### src/rtl/ssf_pkg.sv
// Shared types and constants for the scanline sound sample FIFO.
`default_nettype none

package ssf_pkg;

    // Default sizes of the block.
    localparam int FIFO_DEPTH_DEF      = 128;
    localparam int LINES_PER_FRAME_DEF = 370;
    localparam int RAM_BYTES_DEF       = 131072;

    // Sound buffer offsets below the top of RAM.
    localparam int MAIN_BUF_OFFSET = 'h0300;
    localparam int ALT_BUF_OFFSET  = 'h5F00;

    // Fixed field widths.
    localparam int FETCH_W     = 17;
    localparam int COUNT_W     = 8;
    localparam int CFG_INDEX_W = 2;
    localparam int CFG_DATA_W  = 1;

    // Configuration register indexes.
    localparam logic [CFG_INDEX_W-1:0] CFG_SOUND_ENABLE    = 2'd0;
    localparam logic [CFG_INDEX_W-1:0] CFG_USE_MAIN_BUFFER = 2'd1;
    localparam logic [CFG_INDEX_W-1:0] CFG_AUDIO_ON        = 2'd2;

    // Input item: scanline fetch or sample request.
    typedef struct packed {
        logic        action;
        logic [15:0] ram_word;
    } t_in_item;

    // Result item.
    typedef struct packed {
        logic signed [15:0]  sample;
        logic                sample_fresh;
        logic                byte_dropped;
        logic [FETCH_W-1:0]  fetch_address;
        logic [COUNT_W-1:0]  fifo_count;
    } t_out_item;

    // Classified operation handed from the front to the back.
    typedef enum logic [1:0] {
        OP_PUSH,
        OP_POP,
        OP_MUTE
    } t_op_kind;

    typedef struct packed {
        t_op_kind    kind;
        logic [7:0]  data;
    } t_op;

    // Configuration the back needs.
    typedef struct packed {
        logic use_main_buffer;
    } t_cfg;

endpackage

`default_nettype wire

### src/rtl/ssf_ram.sv
// Generic single-write, single-read RAM with registered read data.
`default_nettype none

module ssf_ram #(
    parameter int WIDTH = 8,
    parameter int DEPTH = 128
) (
    input  wire logic                     i_clk,
    input  wire logic                     i_we,
    input  wire logic [$clog2(DEPTH)-1:0] i_waddr,
    input  wire logic [WIDTH-1:0]         i_wdata,
    input  wire logic                     i_re,
    input  wire logic [$clog2(DEPTH)-1:0] i_raddr,
    output logic      [WIDTH-1:0]         o_rdata
);

    logic [WIDTH-1:0] r_mem [DEPTH];
    logic [WIDTH-1:0] r_rdata;

    // Write port and registered read port.
    always_ff @(posedge i_clk) begin
        if (i_we) begin
            r_mem[i_waddr] <= i_wdata;
        end
        if (i_re) begin
            r_rdata <= r_mem[i_raddr];
        end
    end

    assign o_rdata = r_rdata;

endmodule

`default_nettype wire

### src/rtl/ssf_front.sv
// Front end: configuration registers, item classification and a two-entry op queue.
`default_nettype none

module ssf_front (
    input  wire logic                              i_clk,
    input  wire logic                              i_rst_n,
    input  wire logic                              i_in_valid,
    output logic                                   o_in_stall,
    input  wire ssf_pkg::t_in_item                 i_in_item,
    input  wire logic                              i_cfg_valid,
    output logic                                   o_cfg_ready,
    input  wire logic [ssf_pkg::CFG_INDEX_W-1:0]   i_cfg_index,
    input  wire logic [ssf_pkg::CFG_DATA_W-1:0]    i_cfg_data,
    output ssf_pkg::t_cfg                          o_cfg,
    output logic                                   o_q_valid,
    output ssf_pkg::t_op                           o_q_op,
    input  wire logic                              i_q_take
);

    logic r_sound_enable;
    logic r_use_main_buffer;
    logic r_audio_on;

    ssf_pkg::t_op r_q_op [2];
    logic         r_wr_sel;
    logic         r_rd_sel;
    logic [1:0]   r_q_cnt;

    ssf_pkg::t_op n_op;
    logic         in_accept;
    logic         q_take;

    // Configuration writes are always taken.
    assign o_cfg_ready = 1'b1;

    always_ff @(posedge i_clk) begin
        if (!i_rst_n) begin
            r_sound_enable    <= 1'b0;
            r_use_main_buffer <= 1'b0;
            r_audio_on        <= 1'b1;
        end else if (i_cfg_valid) begin
            case (i_cfg_index)
                ssf_pkg::CFG_SOUND_ENABLE:    r_sound_enable    <= i_cfg_data[0];
                ssf_pkg::CFG_USE_MAIN_BUFFER: r_use_main_buffer <= i_cfg_data[0];
                ssf_pkg::CFG_AUDIO_ON:        r_audio_on        <= i_cfg_data[0];
                default: ;
            endcase
        end
    end

    assign o_cfg.use_main_buffer = r_use_main_buffer;

    // Classify the incoming item into a push, a pop or a muted request.
    always_comb begin
        n_op.data = 8'h00;
        if (!i_in_item.action) begin
            n_op.kind = ssf_pkg::OP_PUSH;
            if (r_sound_enable) begin
                n_op.data = i_in_item.ram_word[15:8];
            end
        end else if (r_audio_on) begin
            n_op.kind = ssf_pkg::OP_POP;
        end else begin
            n_op.kind = ssf_pkg::OP_MUTE;
        end
    end

    // Two-entry queue toward the back end.
    assign o_in_stall = (r_q_cnt == 2'd2);
    assign in_accept  = i_in_valid && !o_in_stall;
    assign o_q_valid  = (r_q_cnt != 2'd0);
    assign o_q_op     = r_q_op[r_rd_sel];
    assign q_take     = i_q_take && o_q_valid;

    always_ff @(posedge i_clk) begin
        if (in_accept) begin
            r_q_op[r_wr_sel] <= n_op;
        end
    end

    always_ff @(posedge i_clk) begin
        if (!i_rst_n) begin
            r_wr_sel <= 1'b0;
            r_rd_sel <= 1'b0;
            r_q_cnt  <= 2'd0;
        end else begin
            if (in_accept) begin
                r_wr_sel <= !r_wr_sel;
            end
            if (q_take) begin
                r_rd_sel <= !r_rd_sel;
            end
            case ({in_accept, q_take})
                2'b10:   r_q_cnt <= r_q_cnt + 2'd1;
                2'b01:   r_q_cnt <= r_q_cnt - 2'd1;
                default: r_q_cnt <= r_q_cnt;
            endcase
        end
    end

endmodule

`default_nettype wire

### src/rtl/ssf_back.sv
// Back end: sample FIFO bookkeeping, byte store, scan position and result register.
`default_nettype none

module ssf_back #(
    parameter int FIFO_DEPTH      = ssf_pkg::FIFO_DEPTH_DEF,
    parameter int LINES_PER_FRAME = ssf_pkg::LINES_PER_FRAME_DEF,
    parameter int RAM_BYTES       = ssf_pkg::RAM_BYTES_DEF
) (
    input  wire logic               i_clk,
    input  wire logic               i_rst_n,
    input  wire logic               i_q_valid,
    input  wire ssf_pkg::t_op       i_q_op,
    output logic                    o_q_take,
    input  wire ssf_pkg::t_cfg      i_cfg,
    output logic                    o_out_valid,
    input  wire logic               i_out_stall,
    output ssf_pkg::t_out_item      o_out_item
);

    localparam int PTR_W  = $clog2(FIFO_DEPTH);
    localparam int CNT_W  = $clog2(FIFO_DEPTH + 1);
    localparam int LINE_W = $clog2(LINES_PER_FRAME);
    localparam int FW     = ssf_pkg::FETCH_W;
    localparam int CW     = ssf_pkg::COUNT_W;

    localparam logic [31:0] MAIN_BASE_32 = 32'(RAM_BYTES - ssf_pkg::MAIN_BUF_OFFSET);
    localparam logic [31:0] ALT_BASE_32  = 32'(RAM_BYTES - ssf_pkg::ALT_BUF_OFFSET);
    localparam logic [FW-1:0] MAIN_BASE  = MAIN_BASE_32[FW-1:0];
    localparam logic [FW-1:0] ALT_BASE   = ALT_BASE_32[FW-1:0];

    // FIFO and scan bookkeeping.
    logic [PTR_W-1:0]  r_rd_ptr;
    logic [PTR_W-1:0]  r_wr_ptr;
    logic [CNT_W-1:0]  r_fill;
    logic [LINE_W-1:0] r_line_next;   // line index after the current one
    logic [15:0]       r_held;

    // Execute stage, waiting for the byte store read.
    logic                r_e_valid;
    ssf_pkg::t_op_kind   r_e_kind;
    logic                r_e_fresh;
    logic                r_e_dropped;
    logic [FW-1:0]       r_e_fetch;
    logic [CW-1:0]       r_e_count;

    // Result register.
    logic                r_o_valid;
    ssf_pkg::t_out_item  r_o_item;

    logic [PTR_W-1:0]  n_rd_ptr;
    logic [PTR_W-1:0]  n_wr_ptr;
    logic [CNT_W-1:0]  n_fill;
    logic [LINE_W-1:0] n_line_next;
    logic              n_fresh;
    logic              n_dropped;
    logic [FW-1:0]     n_fetch;
    logic              ram_we;
    logic              ram_re;
    logic [7:0]        ram_rdata;
    logic              fifo_full;
    logic              fifo_empty;
    logic              e_adv;
    logic              take;
    logic [15:0]       n_sample;

    assign fifo_full  = (r_fill == CNT_W'(FIFO_DEPTH));
    assign fifo_empty = (r_fill == '0);

    // Pipeline advance: the result register frees when the receiver takes it.
    assign e_adv    = r_e_valid && (!r_o_valid || !i_out_stall);
    assign take     = i_q_valid && (!r_e_valid || e_adv);
    assign o_q_take = take;

    // Decide the FIFO update for the op being issued.
    always_comb begin
        n_rd_ptr    = r_rd_ptr;
        n_wr_ptr    = r_wr_ptr;
        n_fill      = r_fill;
        n_line_next = r_line_next;
        n_fresh     = 1'b0;
        n_dropped   = 1'b0;
        ram_we      = 1'b0;
        ram_re      = 1'b0;
        case (i_q_op.kind)
            ssf_pkg::OP_PUSH: begin
                if (r_line_next == LINE_W'(LINES_PER_FRAME - 1)) begin
                    n_line_next = '0;
                end else begin
                    n_line_next = r_line_next + LINE_W'(1);
                end
                if (fifo_full) begin
                    n_dropped = 1'b1;
                end else begin
                    ram_we = take;
                    n_fill = r_fill + CNT_W'(1);
                    if (r_wr_ptr == PTR_W'(FIFO_DEPTH - 1)) begin
                        n_wr_ptr = '0;
                    end else begin
                        n_wr_ptr = r_wr_ptr + PTR_W'(1);
                    end
                end
            end
            ssf_pkg::OP_POP: begin
                if (!fifo_empty) begin
                    ram_re  = take;
                    n_fresh = 1'b1;
                    n_fill  = r_fill - CNT_W'(1);
                    if (r_rd_ptr == PTR_W'(FIFO_DEPTH - 1)) begin
                        n_rd_ptr = '0;
                    end else begin
                        n_rd_ptr = r_rd_ptr + PTR_W'(1);
                    end
                end
            end
            default: ;
        endcase
        n_fetch = (i_cfg.use_main_buffer ? MAIN_BASE : ALT_BASE)
                  + FW'({n_line_next, 1'b0});
    end

    ssf_ram #(
        .WIDTH (8),
        .DEPTH (FIFO_DEPTH)
    ) u_store (
        .i_clk   (i_clk),
        .i_we    (ram_we),
        .i_waddr (r_wr_ptr),
        .i_wdata (i_q_op.data),
        .i_re    (ram_re),
        .i_raddr (r_rd_ptr),
        .o_rdata (ram_rdata)
    );

    // Form the sample once the byte store data is back.
    always_comb begin
        case (r_e_kind)
            ssf_pkg::OP_POP: begin
                if (r_e_fresh) begin
                    n_sample = {~ram_rdata[7], ram_rdata[6:0], 8'h00};
                end else begin
                    n_sample = r_held;
                end
            end
            default: n_sample = 16'h0000;
        endcase
    end

    // Control state.
    always_ff @(posedge i_clk) begin
        if (!i_rst_n) begin
            r_rd_ptr    <= '0;
            r_wr_ptr    <= '0;
            r_fill      <= '0;
            r_line_next <= LINE_W'(1);
            r_held      <= 16'h0000;
            r_e_valid   <= 1'b0;
            r_o_valid   <= 1'b0;
        end else begin
            if (take) begin
                r_rd_ptr    <= n_rd_ptr;
                r_wr_ptr    <= n_wr_ptr;
                r_fill      <= n_fill;
                r_line_next <= n_line_next;
                r_e_valid   <= 1'b1;
            end else if (e_adv) begin
                r_e_valid   <= 1'b0;
            end
            if (e_adv) begin
                r_o_valid <= 1'b1;
                if (r_e_fresh) begin
                    r_held <= n_sample;
                end
            end else if (!i_out_stall) begin
                r_o_valid <= 1'b0;
            end
        end
    end

    // Payload of the execute stage and the result register.
    always_ff @(posedge i_clk) begin
        if (take) begin
            r_e_kind    <= i_q_op.kind;
            r_e_fresh   <= n_fresh;
            r_e_dropped <= n_dropped;
            r_e_fetch   <= n_fetch;
            r_e_count   <= CW'(n_fill);
        end
        if (e_adv) begin
            r_o_item.sample        <= $signed(n_sample);
            r_o_item.sample_fresh  <= r_e_fresh;
            r_o_item.byte_dropped  <= r_e_dropped;
            r_o_item.fetch_address <= r_e_fetch;
            r_o_item.fifo_count    <= r_e_count;
        end
    end

    assign o_out_valid = r_o_valid;
    assign o_out_item  = r_o_item;

endmodule

`default_nettype wire

### src/rtl/scanline_sound_sample_fifo_top.sv
// Top level of the scanline sound sample FIFO.
//
// The input channel carries one item per handshake: a scanline fetch
// (action 0) that pushes the high byte of ram_word, or zero while sound is
// disabled, or a sample request (action 1) that pops one byte and returns
// it as a signed sample, (byte - 128) << 8. An item is taken on a rising
// edge with i_in_valid high and o_in_stall low; each item gives exactly one
// result on the output channel, taken with o_out_valid high and i_out_stall
// low. Every result also carries the byte address of the word the next
// scanline item must bring.
// Throughput is one item per cycle while the receiver does not stall. An
// item taken passes through the op queue and the FIFO update stage, where
// the byte store read completes, into the result register; it then waits
// there until the receiver takes it. When the receiver stalls, the result
// register holds, the pipeline stops, and the two-entry op queue fills
// before o_in_stall rises. Configuration writes are always ready; the user
// must make them only while no item is in flight; the block does not
// enforce this. Reset empties the FIFO, clears the held sample and the scan
// position, and sets sound_enable 0, use_main_buffer 0, audio_on 1.
`default_nettype none

module scanline_sound_sample_fifo_top #(
    parameter int FIFO_DEPTH      = ssf_pkg::FIFO_DEPTH_DEF,
    parameter int LINES_PER_FRAME = ssf_pkg::LINES_PER_FRAME_DEF,
    parameter int RAM_BYTES       = ssf_pkg::RAM_BYTES_DEF
) (
    input  wire logic                              i_clk,
    input  wire logic                              i_rst_n,
    input  wire logic                              i_in_valid,
    output logic                                   o_in_stall,
    input  wire ssf_pkg::t_in_item                 i_in_item,
    output logic                                   o_out_valid,
    input  wire logic                              i_out_stall,
    output ssf_pkg::t_out_item                     o_out_item,
    input  wire logic                              i_cfg_valid,
    output logic                                   o_cfg_ready,
    input  wire logic [ssf_pkg::CFG_INDEX_W-1:0]   i_cfg_index,
    input  wire logic [ssf_pkg::CFG_DATA_W-1:0]    i_cfg_data
);

    ssf_pkg::t_cfg cfg;
    ssf_pkg::t_op  q_op;
    logic          q_valid;
    logic          q_take;

    // Accept and classify items.
    ssf_front u_front (
        .i_clk       (i_clk),
        .i_rst_n     (i_rst_n),
        .i_in_valid  (i_in_valid),
        .o_in_stall  (o_in_stall),
        .i_in_item   (i_in_item),
        .i_cfg_valid (i_cfg_valid),
        .o_cfg_ready (o_cfg_ready),
        .i_cfg_index (i_cfg_index),
        .i_cfg_data  (i_cfg_data),
        .o_cfg       (cfg),
        .o_q_valid   (q_valid),
        .o_q_op      (q_op),
        .i_q_take    (q_take)
    );

    // Carry out the FIFO operations and deliver results.
    ssf_back #(
        .FIFO_DEPTH      (FIFO_DEPTH),
        .LINES_PER_FRAME (LINES_PER_FRAME),
        .RAM_BYTES       (RAM_BYTES)
    ) u_back (
        .i_clk       (i_clk),
        .i_rst_n     (i_rst_n),
        .i_q_valid   (q_valid),
        .i_q_op      (q_op),
        .o_q_take    (q_take),
        .i_cfg       (cfg),
        .o_out_valid (o_out_valid),
        .i_out_stall (i_out_stall),
        .o_out_item  (o_out_item)
    );

endmodule

`default_nettype wire

### config.mk
export PLATFORM = sky130hd
export DESIGN_NAME = scanline_sound_sample_fifo_top
export DESIGN_NICKNAME = d
export VERILOG_FILES = /design/src/rtl/ssf_pkg.sv /design/src/rtl/ssf_ram.sv /design/src/rtl/ssf_front.sv /design/src/rtl/ssf_back.sv /design/src/rtl/scanline_sound_sample_fifo_top.sv
export SDC_FILE = /design/constraint.sdc
export NUM_CORES = 1
export LEC_CHECK = 0
export ABC_AREA = 1
export BUFFER_PORTS_ARGS = -buffer_cell sky130_fd_sc_hd__buf_2
export CAP_MARGIN = 20
export CORE_MARGIN = 2
export CORE_UTILIZATION = 30
export DETAILED_ROUTE_END_ITERATION = 16
export SLEW_MARGIN = 10
export SYNTH_ARGS = -nofsm -noshare
export SYNTH_HDL_FRONTEND = slang
export SYNTH_SLANG_ARGS = --single-unit
### constraint.sdc
create_clock -name i_clk -period 9.5 [get_ports i_clk]
set_input_delay 1.425 -clock i_clk [delete_from_list [all_inputs] [get_ports i_clk]]
set_output_delay 1.425 -clock i_clk [all_outputs]
set_load 0.005 [all_outputs]
==> results of run 1 <==
cell type report:
type,count,area [um^2],share of cell area
sequential,1177,34780,0.6264
clock inverter,70,636.9,0.01147
multi-input combinational,2783,11970,0.2156
inverter,432,1637,0.02947
tap,2175,2721,0.04901
antenna,1,2.502,0.00004507
timing repair buffer,99,618.1,0.01113
clock buffer,150,3156,0.05683
report_power, final:
group,switching (mW),leakage [nW],internal (mW),total [mW]
combinational,2.50,8.38,0.749,3.25
clock,1.98,1.85,2.59,4.57
sequential,0.154,10.6,6.37,6.53
total,4.63,20.8,9.71,14.3
cell usage in the layout, fill, tap and decap left out, drive strengths merged, types with 4 or more instances in the layout:
cell type  instances
bufinv             9
nand3            468
clkinv            58
nor4               4
nor2             633
a21oi             88
o22ai              5
clkinvlp           5
nand2           1231
buf               99
and3               8
mux2               8
nand4             10
o21ai            257
xor2              10
dfxtp             57
clkbuf           150
o211ai            16
or2                7
nor3b              4
nor3              11
inv              430
ha                12
edfxtp          1120
flip-flops by register name (all words and copies together) (netlist names), 2 cells and up, named ones only:
name	flops
u_back.u_store.o_rdata	8
u_front.r_q_op	20
u_back.r_fill	8
u_back.r_wr_ptr	7
u_back.r_e_fetch	15
u_back.o_out_item	41
u_front.r_q_cnt	2
u_back.r_held	16
u_back.r_e_kind	2
u_back.r_rd_ptr	7
u_back.u_store.r_mem	1024
u_back.r_e_count	8
u_back.r_line_next	9
logic make-up (layout without fill, tap and decap cells):
logic type / Yosys count / after routing / synth area share
xor gates and xnor gates: 10 / 10 / 0.001773
DFF: 1177 / 1177 / 0.7039
adders and majority gates: 12 / 12 / 0.003039
AOI/OAI and AO/OA: 374 / 374 / 0.03926
and+or+nand+nor: 2377 / 2377 / 0.1954
muxes: 8 / 8 / 0.001824
buffers and inverters: 671 / 751 / 0.05473
other: 2 / 3 / 0.0001520
how the worst max path moves through the flow:
stage,from,endpoint,slack (ps),depth (start not counted)
final,register,u_back.u_store.r_mem[38][3],5470,8
after global routing,u_back.r_rd_ptr[0],u_back.u_store.o_rdata[0],5300,10
after CTS,register,u_back.u_store.r_mem[38][2],5470,8
after detailed placement,i_out_stall,u_back.u_store.r_mem[70][0],4980,11
after global placement,i_out_stall,u_back.u_store.r_mem[69][4],5030,11
after floorplan,i_out_stall,u_back.r_held[13],5220,7
through the flow:
step / hold slack, ps / setup slack [ps] / cells / area [um^2]
CTS: 420.6 / 5472 / 6886 / 55520
global placement: 402.5 / 5028 / 6666 / 51730
detailed placement: 405.4 / 4976 / 6666 / 51730
finish: 419.9 / 5474 / 6887 / 55530
floorplan: 400.3 / 5220 / 4631 / 49400
global route: 424.0 / 5300 / 6886 / 55520
routing by layer:
metal | wire length [um] | vias to the layer above | global-route usage
met4 | 3453 | 2 | 0.04456
met1 | 53330 | 15630 | 0.1955
met3 | 8771 | 217 | 0.02492
met2 | 59420 | 1048 | 0.2367
met5 | 13 | - | 0
li1 | - | 15440 | -
==> reports/results.ini, run 1 <==
[critical_path]
path_cells=o21ai_1, nor2_1, buf_4, nand2_1, nor2_2, buf_4, nand2_1, nor2_1
critPathBufInv=2
path_max_fanout=21
reg2reg_to=u_back.u_store.r_mem[38][3]
crit_arrival_ps=4370
r2r_setup_slack_ps=5470
crit_type=reg2reg
path_delay_family=simple AND/OR/NAND/NOR gates
critPathMaxStageDelay_ps=940
cpMaxStageDelayCell=nor2_1
cp.required_ps=9850
critPathLaunchType=register
reg2reg_depth=8
setup.worst_path.end_class=register

[cts]
cts_buffers=117
root_buffer=clkbuf_16
clk_latency_ps=730
ctsResizeCount=0
clk_path_buf_depth=3
postCtsSetupBuffers=0
ctsHoldBuffers=0
cts_tree=done
cts.clk_slew.worst_paths_ps=60
cts.sinks=1177
htreeDepth=3

[global_routing]
grt_antenna_before_repair=3
grt_util_all_layers=0.1447
first_global_vias=30410
grt-ovfl-total=0
grt_pass1_wl_um=187300
grt_max_degree=194

[synth]
async_flop_share=0
yosysTopAreaCell=edfxtp_1
synth_common_cells=1229 x nand2_1, 1120 x edfxtp_1, 630 x nor2_1
ys_seq_elements=1177
synth_edf_count=1120
ys_warn_count=0
synth-main-ff-cell=edfxtp_1
synth_most_common_cell=nand2_1
avgSynthCellArea_um2=10.67
synthesis.area_um2=49400
synth.area.top_cells=edfxtp_1 68%, nand2_1 9.3%, nor2_1 4.8%
synthCells=4631
ys_seq_area_frac=0.7039
synth_fp_nets=4668
yosysTopAreaCellShare=0.6808
synth_cell_types=39

[sta]
finalSetupViolCount=0
skew_ps=27.78
finalCritPeriodShare=0.4237
min_period_ps=4026
fmax_mhz=248.4
slew_violations=0
tightest_slew_ps=1251
finalHoldViolations=0
maxSlewHeadroom=0.1650
fin_setup_tns_ps=0
rsz0062_at_grt=false

[drt]
wl_um=125000
wl_per_cell_um=18.15
vias=32330
ant_nets=0
via_per_inst=4.694
drc_errors=0
drt_first_pass_iters=5
drt_iter0_drc=3131

[worst_hold_path]
min-delay-start=u_back.r_e_count[5]
whs_path_depth=0
min_path_type=reg2reg
whs_endpoint=u_back.o_out_item[5]

[power]
power.density_nw_per_um2=258.3
leakagePower_nw=20.84
ir_drop_mv=0.1819
design_power_total_mw=14.34

[floorplanning]
core_um2=163100
die_y_um=409.8
die_area_um2=167900
pin_count=71
die_w_um=409.8
initial_core_util=0.3028
num_rows=148

[final_layout]
final_util=0.3404
fill_cells=16090
drive_above_1_share=0.06411
area_delta_synth_final_pct=12.39
layout.nets=4647

[outcome]
status=finished clean

[place]
io_buffers=60
gp_congestion=0.8475
dp_hpwl_um=69950

[run]
max_cap_violations=0

No activity file was read; power rests on OpenSTA's default activity.
==> run 2: changes to the inputs <==
==> constraint.sdc (replaced) <==
create_clock -name i_clk -period 3.5 [get_ports i_clk]
set_input_delay 0.525 -clock i_clk [delete_from_list [all_inputs] [get_ports i_clk]]
set_output_delay 0.525 -clock i_clk [all_outputs]
set_load 0.005 [all_outputs]
==> reports/results.ini, run 2 (synthesis gave the netlist of run 1 again) <==
[cts]
htreeDepth=3
ctsHoldBuffers=0
cts.sinks=1177
cts_buffers=117
clk_latency_ps=720
root_buffer=clkbuf_16
cts_tree=done
ctsResizeCount=0
cts.clk_slew.worst_paths_ps=60
clk_path_buf_depth=3
postCtsSetupBuffers=0

[sta]
skew_ps=47.28
finalHoldViolations=0
fin_setup_tns_ps=0
finalSetupViolCount=0
finalCritPeriodShare=0.9189
fmax_mhz=310.9
rsz0062_at_grt=false
min_period_ps=3216
tightest_slew_ps=1137
maxSlewHeadroom=0.2395
slew_violations=0
hold_ws_ps=133.8
layout_setup_ws_ps=283.9

[critical_path]
crit_type=reg2reg
crit_arrival_ps=3660
setup.worst_path.end_class=register
path_max_fanout=8
critPathLaunchType=register
reg2reg_depth=10
cp.required_ps=3940

[worst_hold_path]
min_path_type=in2reg
whs_path_depth=3

[power]
ir_drop_mv=0.5323
power.density_nw_per_um2=691.4
leakagePower_nw=21.92

[global_routing]
first_global_vias=31400
grt_max_degree=174
grt_antenna_before_repair=1
grt_util_all_layers=0.1473
grt-ovfl-total=0
grt_pass1_wl_um=191500

[drt]
drt_first_pass_iters=6
via_per_inst=4.669
drt_iter0_drc=3484
wl_per_cell_um=18.01
vias=32990
wl_um=127300
ant_nets=0
drc_errors=0

[final_layout]
final_cell_mix=1229 x nand2_1, 1120 x edfxtp_1, 627 x nor2_1
layout.nets=4825
area_delta_synth_final_pct=15.82
fill_cells=15930
antenna_cells=0
regMostFlops=u_back.u_store.r_mem
final_common_cell=nand2_1
drive_above_1_share=0.09957
final_area_um2=57220
largest_reg_flops=1024

[place]
io_buffers=60
pre_cts_slack_ps=184.0
gp_congestion=0.8563
dp_hpwl_um=75580
dpl_cell_area_um2=53340

[floorplanning]
pin_count=71
die_y_um=409.8
die_w_um=409.8
core_um2=163100
initial_core_util=0.3028
die_area_um2=167900
num_rows=148

[run]
max_cap_violations=0

[outcome]
status=finished clean

run 2: path summary, 6_finish.rpt:
kind,start,to,slack (ps)
setup / recovery,u_back.r_fill[0],u_back.u_store.r_mem[65][5],280
hold / removal,i_out_stall,u_back.o_out_valid,130
setup reg to reg,u_back.r_fill[0],u_back.u_store.r_mem[65][5],280
hold reg to reg,u_back.r_e_fetch[16],u_back.o_out_item[24],420
run 2: layer usage:
| metal | track usage | up-vias | part of all wire |
|---|---|---|---|
| li1 | - | 15770 | - |
| met1 | 0.2034 | 15880 | 0.44 |
| met2 | 0.2392 | 1133 | 0.47 |
| met3 | 0.01958 | 209 | 0.064 |
| met4 | 0.04798 | 0 | 0.030 |
| met5 | 0 | - | 0 |
run 2: through the flow:
stage               power (mW)  utilization  instances
floorplan                23.52            -       4631
global placement         27.07       0.3270       6844
detailed placement       27.20       0.3270       6844
CTS                      39.76       0.3507       7066
global route             41.30       0.3507       7066
finish                   39.56       0.3507       7066
run 2: worst max-delay path: stages (launching register included):
cell and delay (ps):
dfxtp_1 360, inv_1 120, ha_1 220, inv_1 50
nor2_1 50, nand4_1 170, nand3_1 400, nor2_1 610
nand2_1 390, nor2_1 380, buf_4 210
run 2: final cells by class:
| class | instances | area [um^2] | area share |
|---|---|---|---|
| Sequential cell | 1177 | 34780 | 0.6079 |
| Inverter | 432 | 1637 | 0.02860 |
| Clock buffer | 155 | 3214 | 0.05618 |
| Tap cell | 2175 | 2721 | 0.04756 |
| Clock inverter | 67 | 661.9 | 0.01157 |
| Timing Repair Buffer | 277 | 2230 | 0.03897 |
| Multi-Input combinational cell | 2783 | 11970 | 0.2093 |
run 2: report_power, final:
part / leakage [nW] / switching (mW) / internal (mW)
Combinational: 9.40 / 6.99 / 2.39
Clock: 1.90 / 5.35 / 7.26
Sequential: 10.6 / 0.297 / 17.3
Total: 21.9 / 12.6 / 26.9
